### config.mk
export PLATFORM = sky130hd
export DESIGN_NAME = miller_rabin_round_unit
export DESIGN_NICKNAME = d
export VERILOG_FILES = /design/src/rtl/mrr_pkg.sv /design/src/rtl/mrr_modmul.sv /design/src/rtl/mrr_modred.sv /design/src/rtl/miller_rabin_round_unit.sv
export SDC_FILE = /design/constraint.sdc
export NUM_CORES = 1
export LEC_CHECK = 0
export BUFFER_PORTS_ARGS = -buffer_cell sky130_fd_sc_hd__buf_2
export CELL_PAD_IN_SITES_DETAIL_PLACEMENT = 0
export CELL_PAD_IN_SITES_GLOBAL_PLACEMENT = 1
export CORE_MARGIN = 5
export CORE_UTILIZATION = 45
export DETAILED_ROUTE_END_ITERATION = 8
export PLACE_DENSITY = 0.77
export SYNTH_ARGS = -nofsm -noshare
export SYNTH_HDL_FRONTEND = slang
export SYNTH_HIERARCHICAL = 1
export SYNTH_SLANG_ARGS = --single-unit
### constraint.sdc
create_clock -name i_clk -period 7.8 [get_ports i_clk]
set_clock_uncertainty 0.2 [all_clocks]
set_input_delay 0.39 -clock i_clk [delete_from_list [all_inputs] [get_ports i_clk]]
set_output_delay 0.39 -clock i_clk [all_outputs]
set_load 0.05 [all_outputs]
### src/rtl/mrr_pkg.sv
// Package for the Miller-Rabin round unit: payload structs and sizing constants.
// Used by every module under rtl; depends on nothing.
package mrr_pkg;
    localparam int unsigned ValueWidthDefault = 32;
    localparam int unsigned CandWidth = 32;
    localparam int unsigned RandWidth = 31;

    typedef struct packed {
        logic [CandWidth-1:0] candidate;
        logic [RandWidth-1:0] random_word;
    } t_in_item;

    typedef struct packed {
        logic                 probably_prime;
        logic [RandWidth-1:0] witness_used;
    } t_out_item;
endpackage

### src/rtl/mrr_modmul.sv
// Bit-serial modular multiplier: one bit of the multiplier per cycle, MSB first.
// Uses mrr_pkg for the default of W; leaf module.
module mrr_modmul #(
    parameter int unsigned W = mrr_pkg::ValueWidthDefault
) (
    input  logic         i_clk,
    input  logic         i_rst_n,
    input  logic         i_start,
    input  logic [W-1:0] i_x,
    input  logic [W-1:0] i_y,
    input  logic [W-1:0] i_m,
    output logic         o_done,
    output logic [W-1:0] o_p
);
    import mrr_pkg::*;
    localparam int unsigned CW = $clog2(W + 1);

    logic [W-1:0]  r_acc, n_acc;
    logic [W-1:0]  r_y;
    logic [CW-1:0] r_cnt;
    logic          r_busy;
    logic          r_done;
    logic [W:0]    dbl, dbl_r, add, add_r;

    // Each step: acc = 2*acc mod m, then add x mod m when the current bit is set.
    always_comb begin
        dbl   = {r_acc, 1'b0};
        dbl_r = (dbl >= {1'b0, i_m}) ? dbl - {1'b0, i_m} : dbl;
        add   = dbl_r + {1'b0, i_x};
        add_r = (add >= {1'b0, i_m}) ? add - {1'b0, i_m} : add;
        n_acc = r_y[W-1] ? add_r[W-1:0] : dbl_r[W-1:0];
    end

    always_ff @(posedge i_clk) begin
        if (!i_rst_n) begin
            r_busy <= 1'b0;
            r_done <= 1'b0;
            r_cnt  <= '0;
        end else begin
            r_done <= 1'b0;
            if (i_start) begin
                r_busy <= 1'b1;
                r_cnt  <= CW'(W);
                r_acc  <= '0;
                r_y    <= i_y;
            end else if (r_busy) begin
                r_acc <= n_acc;
                r_y   <= {r_y[W-2:0], 1'b0};
                r_cnt <= r_cnt - 1'b1;
                if (r_cnt == CW'(1)) begin
                    r_busy <= 1'b0;
                    r_done <= 1'b1;
                end
            end
        end
    end

    assign o_done = r_done;
    assign o_p    = r_acc;
endmodule

### src/rtl/mrr_modred.sv
// Restoring bit-serial reducer: computes i_a mod i_m one dividend bit per cycle.
// Leaf module; imports mrr_pkg by convention.
module mrr_modred #(
    parameter int unsigned W  = mrr_pkg::ValueWidthDefault,
    parameter int unsigned AW = mrr_pkg::RandWidth
) (
    input  logic          i_clk,
    input  logic          i_rst_n,
    input  logic          i_start,
    input  logic [AW-1:0] i_a,
    input  logic [W-1:0]  i_m,
    output logic          o_done,
    output logic [W-1:0]  o_r
);
    import mrr_pkg::*;
    localparam int unsigned CW = $clog2(AW + 1);

    logic [W-1:0]  r_rem;
    logic [AW-1:0] r_a;
    logic [CW-1:0] r_cnt;
    logic          r_busy;
    logic          r_done;
    logic [W:0]    sh, sub;

    always_comb begin
        sh  = {r_rem, r_a[AW-1]};
        sub = sh - {1'b0, i_m};
    end

    always_ff @(posedge i_clk) begin
        if (!i_rst_n) begin
            r_busy <= 1'b0;
            r_done <= 1'b0;
            r_cnt  <= '0;
        end else begin
            r_done <= 1'b0;
            if (i_start) begin
                r_busy <= 1'b1;
                r_cnt  <= CW'(AW);
                r_rem  <= '0;
                r_a    <= i_a;
            end else if (r_busy) begin
                r_rem <= sub[W] ? sh[W-1:0] : sub[W-1:0];
                r_a   <= {r_a[AW-2:0], 1'b0};
                r_cnt <= r_cnt - 1'b1;
                if (r_cnt == CW'(1)) begin
                    r_busy <= 1'b0;
                    r_done <= 1'b1;
                end
            end
        end
    end

    assign o_done = r_done;
    assign o_r    = r_rem;
endmodule

### src/rtl/miller_rabin_round_unit.sv
// Top level of the Miller-Rabin round unit: screening, sequencing, output register.
// Depends on mrr_pkg, mrr_modred and mrr_modmul.
//
// One item at a time. An item settled by screening (negative, below 2, even) passes
// through StOut to the output register. Otherwise the witness reduction walks the
// 31 bits of the random word, while n-1 is split into d*2^s one bit per cycle.
// Each modular multiplication is done bit-serially; the exponentiation and the
// squarings together need at most 2*(W-1) of them. The multiplier sets the rate.
module miller_rabin_round_unit #(
    parameter int unsigned VALUE_WIDTH = mrr_pkg::ValueWidthDefault
) (
    input  logic              i_clk,
    input  logic              i_rst_n,
    input  logic              i_valid,
    output logic              o_ready,
    input  mrr_pkg::t_in_item i_data,
    output logic              o_valid,
    input  logic              i_ready,
    output mrr_pkg::t_out_item o_data
);
    import mrr_pkg::*;
    localparam int unsigned W  = VALUE_WIDTH;
    localparam int unsigned SW = $clog2(W + 1);

    localparam logic [2:0] StIdle = 3'd0;
    localparam logic [2:0] StRed  = 3'd1;
    localparam logic [2:0] StExp  = 3'd2;
    localparam logic [2:0] StSq   = 3'd3;
    localparam logic [2:0] StOut  = 3'd4;
    localparam logic [2:0] StWait = 3'd5;

    logic [2:0]    r_state;
    logic [W-1:0]  r_n, r_d, r_acc, r_sq, r_x;
    logic [RandWidth-1:0] r_rnd;
    logic [SW-1:0] r_s;
    logic          r_phase; // 0: acc*sq, 1: sq*sq during exponentiation
    logic          r_mul_busy;
    logic [W-1:0]  r_wit;
    logic          r_pass;
    logic          r_ovalid;
    t_out_item     r_out;

    logic          red_start, red_done;
    logic [RandWidth-1:0] red_a;
    logic [W-1:0]  red_r;
    logic          mul_start, mul_done;
    logic [W-1:0]  mul_x, mul_y, mul_p;

    logic [W-1:0]  v;
    logic          accept;

    assign v      = i_data.candidate[W-1:0];
    assign accept = i_valid && o_ready;
    assign o_ready = (r_state == StIdle) && !r_ovalid;

    // The random word is latched in r_rnd until the reducer starts.
    assign red_a = r_rnd;

    mrr_modred #(.W(W), .AW(RandWidth)) u_red (
        .i_clk(i_clk), .i_rst_n(i_rst_n), .i_start(red_start), .i_a(red_a),
        .i_m(r_n - W'(2)), .o_done(red_done), .o_r(red_r)
    );

    mrr_modmul #(.W(W)) u_mul (
        .i_clk(i_clk), .i_rst_n(i_rst_n), .i_start(mul_start), .i_x(mul_x),
        .i_y(mul_y), .i_m(r_n), .o_done(mul_done), .o_p(mul_p)
    );

    assign red_start = (r_state == StRed) && !r_mul_busy;
    assign mul_start = !r_mul_busy && ((r_state == StSq) ||
                       ((r_state == StExp) && (r_d != '0) && (r_phase || r_d[0])));

    always_comb begin
        if (r_state == StSq) begin
            mul_x = r_x;
            mul_y = r_x;
        end else if (!r_phase) begin
            mul_x = r_acc;
            mul_y = r_sq;
        end else begin
            mul_x = r_sq;
            mul_y = r_sq;
        end
    end

    always_ff @(posedge i_clk) begin
        if (!i_rst_n) begin
            r_state    <= StIdle;
            r_ovalid   <= 1'b0;
            r_mul_busy <= 1'b0;
            r_phase    <= 1'b0;
        end else begin
            if (r_ovalid && i_ready) begin
                r_ovalid <= 1'b0;
            end
            case (r_state)
                StIdle: begin
                    if (accept) begin
                        r_n    <= v;
                        r_rnd  <= i_data.random_word;
                        r_wit  <= '0;
                        r_pass <= 1'b0;
                        if (v[W-1] || v < W'(2) || !v[0]) begin
                            r_pass  <= (v == W'(2));
                            r_state <= StOut;
                        end else begin
                            r_state <= StRed;
                        end
                    end
                end
                StRed: begin
                    // The reducer runs while r_mul_busy marks it as started.
                    // Meanwhile n-1 is halved once per cycle until it is odd; the
                    // reducer takes longer than the largest possible s.
                    if (!r_mul_busy) begin
                        r_mul_busy <= 1'b1;
                        r_s        <= '0;
                        r_d        <= r_n - W'(1);
                    end else begin
                        if (!r_d[0]) begin
                            r_d <= r_d >> 1;
                            r_s <= r_s + SW'(1);
                        end
                        if (red_done) begin
                            r_mul_busy <= 1'b0;
                            r_wit      <= red_r + W'(2);
                            r_sq       <= red_r + W'(2);
                            r_acc      <= W'(1);
                            r_phase    <= 1'b0;
                            r_state    <= StExp;
                        end
                    end
                end
                StExp: begin
                    if (!r_mul_busy) begin
                        if (r_d == '0) begin
                            r_x     <= r_acc;
                            r_pass  <= (r_acc == W'(1));
                            r_state <= StWait;
                        end else if (!r_phase && !r_d[0]) begin
                            r_phase <= 1'b1;
                        end else begin
                            r_mul_busy <= 1'b1;
                        end
                    end else if (mul_done) begin
                        r_mul_busy <= 1'b0;
                        if (!r_phase) begin
                            r_acc   <= mul_p;
                            r_phase <= 1'b1;
                        end else begin
                            r_sq    <= mul_p;
                            r_d     <= r_d >> 1;
                            r_phase <= 1'b0;
                        end
                    end
                end
                StWait: begin
                    if (r_pass || r_s == '0) begin
                        r_state <= StOut;
                    end else if (r_x == r_n - W'(1)) begin
                        r_pass  <= 1'b1;
                        r_state <= StOut;
                    end else begin
                        r_state <= StSq;
                    end
                end
                StSq: begin
                    if (!r_mul_busy) begin
                        r_mul_busy <= 1'b1;
                    end else if (mul_done) begin
                        r_mul_busy <= 1'b0;
                        r_x        <= mul_p;
                        r_s        <= r_s - 1'b1;
                        r_state    <= StWait;
                    end
                end
                StOut: begin
                    if (!r_ovalid) begin
                        r_ovalid                <= 1'b1;
                        r_out.probably_prime    <= r_pass;
                        r_out.witness_used      <= RandWidth'(r_wit);
                        r_state                 <= StIdle;
                    end
                end
                default: r_state <= StIdle;
            endcase
        end
    end

    assign o_valid = r_ovalid;
    assign o_data  = r_out;

`ifndef SYNTHESIS
    a_no_accept_busy: assert property (@(posedge i_clk) disable iff (!i_rst_n)
        (r_state != StIdle) |-> !o_ready) else $error("ready while busy");
    a_out_hold: assert property (@(posedge i_clk) disable iff (!i_rst_n)
        (o_valid && !i_ready) |=> (o_valid && $stable(o_data)))
        else $error("result dropped");
    a_screen_zero: assert property (@(posedge i_clk) disable iff (!i_rst_n)
        (o_valid && !o_data.probably_prime && o_data.witness_used == '0)
        |-> (r_state == StIdle)) else $error("state after screening");
`endif
endmodule

==> results.md <==
- Number of synthesized register bits: 409
- Placer Congestion: 1.04
- Setup TNS: 0 ns
- Overall Global Routing Usage: 0.276
- Switching Fraction: 0.374
- Synth warnings: 6
- Family with the most delay on the worst path: simple AND/OR/NAND/NOR gates
- WP data required: 8.00 ns
- CTS tree: yes
- Die area: 67500 um2
- Max incr delay on CP: 0.54 ns
- Combinational Power Share: 0.456
- Ys async rst share: 0
- Final wirelength: 96.3 mm
- Cells after Synth: 2899
- Critical path class: reg -> reg
- Hold/Removal Path Class: in -> reg
- Initial antenna violation count: 3
- Internal power: 0.00577 W
- Root buffer cell: clkbuf_16
- Design Area, Final: 33200 um2
- Post-route DRC: 0
- WL per Instance: 23.5 um
- Period utilisation layout: 0.961
- WHS: 0.0523 ns
- Proportion of synthesized area in mux cells: 0.0496
- Synth Flop Type: edfxtp_1
- Initial core utilization: 0.455
- Total CTS buffers: 45
- Main combinational cell family by area after synthesis: simple AND/OR/NAND/NOR gates
- Multi-input gate area: 15100 um2
- Peak supply drop: 0.196 mV
- Outcome: complete, no violations
- Post-route ant nets: 0
- P&R area growth vs syn: 18.3%
- Worst Path Arrival: 7.69 ns
- Post-synth cell types: 100
- Length of the first detailed-routing pass in iterations: 6
- Largest net degree at the start of global routing: 95
- CTS Sinks: 409
- Chip Width: 260 um
- Max-slew violations: 0
- Rows: 91
- Max_slew headroom: 0.208
- Worst Path Buf+Inv: 3
- Leakage: 12.9 nW
- Fillers: 5618
- XOR/XNOR Fraction of Synth Area: 0.0700
- Max-cap violations: 0
- Critical Path Slowest Stage Cell: and3_1
- Switch Pwr: 0.00345 W
- Layout cells sized above 1: 0.177
- Port-buffer cells: 100
- Final #Nets: 3426
- Vias in the first global route: 23300
- Startpoint types: register
- Peak Freq: 133 MHz
- Vias per Instance: 5.93
- Simple-gate share of the synthesized area: 0.185
- IO Pins: 101
- Final core utilization: 0.538
- Final hold vios: 0
- Clock Latency Late Sink: 0.58 ns
- Final HPWL DP: 74.0 mm
- Iter 0 DRT Violations: 2488
- Sequential share of power: 0.305
- Adder-cell area share of the yosys netlist: 0.0648
- Core area: 61700 um2
- H-tree depth: 2
- Final Critical Period: 7.49 ns
- Clock buffer depth: 3
- Worst-margin pin slew: 1.19 ns
- Net count after synthesis: 3109
- Area post-placement: 30900 um2
- Worst-path clk slew: 0.06 ns
- # setup viols final: 0
- R2R setup slack: 0.31 ns
- Die H: 260 um
- Clock power share: 0.239
- Dpl ws: -0.00197 ns
- Register area: 12100 um2
- Sequential share of the synthesized area: 0.430
- Routed via count: 24200
- Synth Area in Compound Gates: 0.160
- EDFF count, synth: 388
- Global-route wire length before repair: 143 mm
- GRT overflow: 0
- Syn avg cell area: 9.68 um2
- Post-Syn Area: 28100 um2
- Pwr dens: 278 nW/um2
- Critical path endpoint category: register
- Worst Slack Setup Final: 0.307 ns
- Critical path peak fanout: 7
## flip-flops by register name, indices dropped and copies added, names as in the netlist, 32 cells and up
| name | flops |
|---|---|
| r_sq | 32 |
| r_d | 32 |
| r_n | 32 |
| u_red/o_r | 32 |
| r_acc | 32 |
| r_x | 32 |
| u_mul/r_y | 32 |
| o_data | 32 |
| u_mul/o_p | 32 |
## routing by layer
layer	GRT usage	wire length, um	vias to the layer above
met1	0.382	42100	11800
met3	0.0427	6400	165
met2	0.435	43400	899
li1	-	-	11400
met5	0	0	-
met4	0.111	4380	0
## logic make-up (layout without fill, tap and decap cells)
group	Yosys count	count (layout)
multiplexers	130	130
XOR/XNOR	216	216
AO/OA/AOI/OAI	668	668
adder cells (fa/ha/maj)	143	143
AND/OR/NAND/NOR	1060	1060
buffers and inverters	273	625
flip-flops	409	409
other	0	1
## through the flow
stage,std cells,power (W)
after floorplan,2899,0.00547
after global placement,3940,0.00689
after detailed placement,3940,0.00693
after CTS,4086,0.00919
after global routing,4088,0.00972
final,4089,0.00923
## power by group through the flow
stage	Sequential, W	Combinational [W]	Clock [W]
2_1_floorplan	0.00287	0.00260	0
3_3_place_gp	0.00285	0.00404	0
3_5_place_dp	0.00285	0.00408	0
4_1_cts	0.00281	0.00413	0.00225
5_1_grt	0.00283	0.00455	0.00234
6_report	0.00281	0.00421	0.00221
## area by class of cell
| class | instances | share of cell area |
|---|---|---|
| antenna | 1 | 0.0000754 |
| tap | 837 | 0.0315 |
| sequential | 409 | 0.364 |
| clock inverter | 21 | 0.00640 |
| multi-input combinational | 2217 | 0.454 |
| inverter | 138 | 0.0156 |
| timing repair buffer | 405 | 0.0893 |
| clock buffer | 61 | 0.0392 |
## cells in the mapped netlist (all sizes together) (26+ instances only)
master,number,area [um2]
nand2,390,1470
edfxtp,388,11700
nor2,223,837
a21oi,174,882
o21ai,150,751
ha,139,1740
inv,137,514
xnor2,120,1050
clkbuf,95,358
xor2,92,825
mux2,73,822
nand3,67,345
nor3,67,345
nor4,64,509
and3,62,388
mux2i,57,571
a21o,48,360
nand4,43,275
o21a,41,308
buf,40,248
a31oi,26,163
## path summary, 6_finish.rpt
kind | startpoint | to | depth (start not counted)
hold reg to reg | r_wit[28] | o_data[28] | 0
hold / removal | i_valid | r_n[5] | 2
setup / recovery | r_n[20] | u_mul/o_p[31] | 26
setup reg to reg | r_n[20] | u_mul/o_p[31] | 26
## repair_timing
| action | in CTS | in global routing |
|---|---|---|
| setup buffers | 0 | 2 |
| endpoints found under the setup margin | 3 | 32 |
| hold buffers | 64 | 0 |
| gates resized for setup | 1 | 27 |
| pin swaps | 0 | 5 |
| hold endpoints to repair | 64 | 0 |
| gates cloned | 0 | 0 |
## worst reg2reg max path: stages, from the launching register on
cell and delay [ns]:
edfxtp_1 0.35, inv_1 0.11, ha_2 0.43, nand4_1 0.10, buf_4 0.17, nor4_4 0.33
nand4_1 0.12, or3_1 0.37, and3_1 0.21, nand2_2 0.17, buf_4 0.19, mux2_2 0.36
ha_1 0.36, a21oi_1 0.19, o21ai_0 0.14, or3_1 0.43, o2111ai_1 0.39, a31oi_1 0.19
or4_1 0.51, o211ai_1 0.14, ha_1 0.29, nand3_1 0.16, nor2_1 0.08, a41oi_1 0.34
and3_1 0.55, o2111ai_1 0.23, a31oi_1 0.23
## cells in the final DEF, fill, tap and decap left out, types with 65 or more instances in the layout
master and n:
mux2_2 72, a21oi_1 164, edfxtp_1 388, xnor2_1 120, buf_2 100, nand2_1 386
xor2_1 91, inv_1 137, nand3_1 65, buf_4 239, ha_1 136, o21ai_0 144
nor2_1 217
Power figures use the tool's default switching activity.
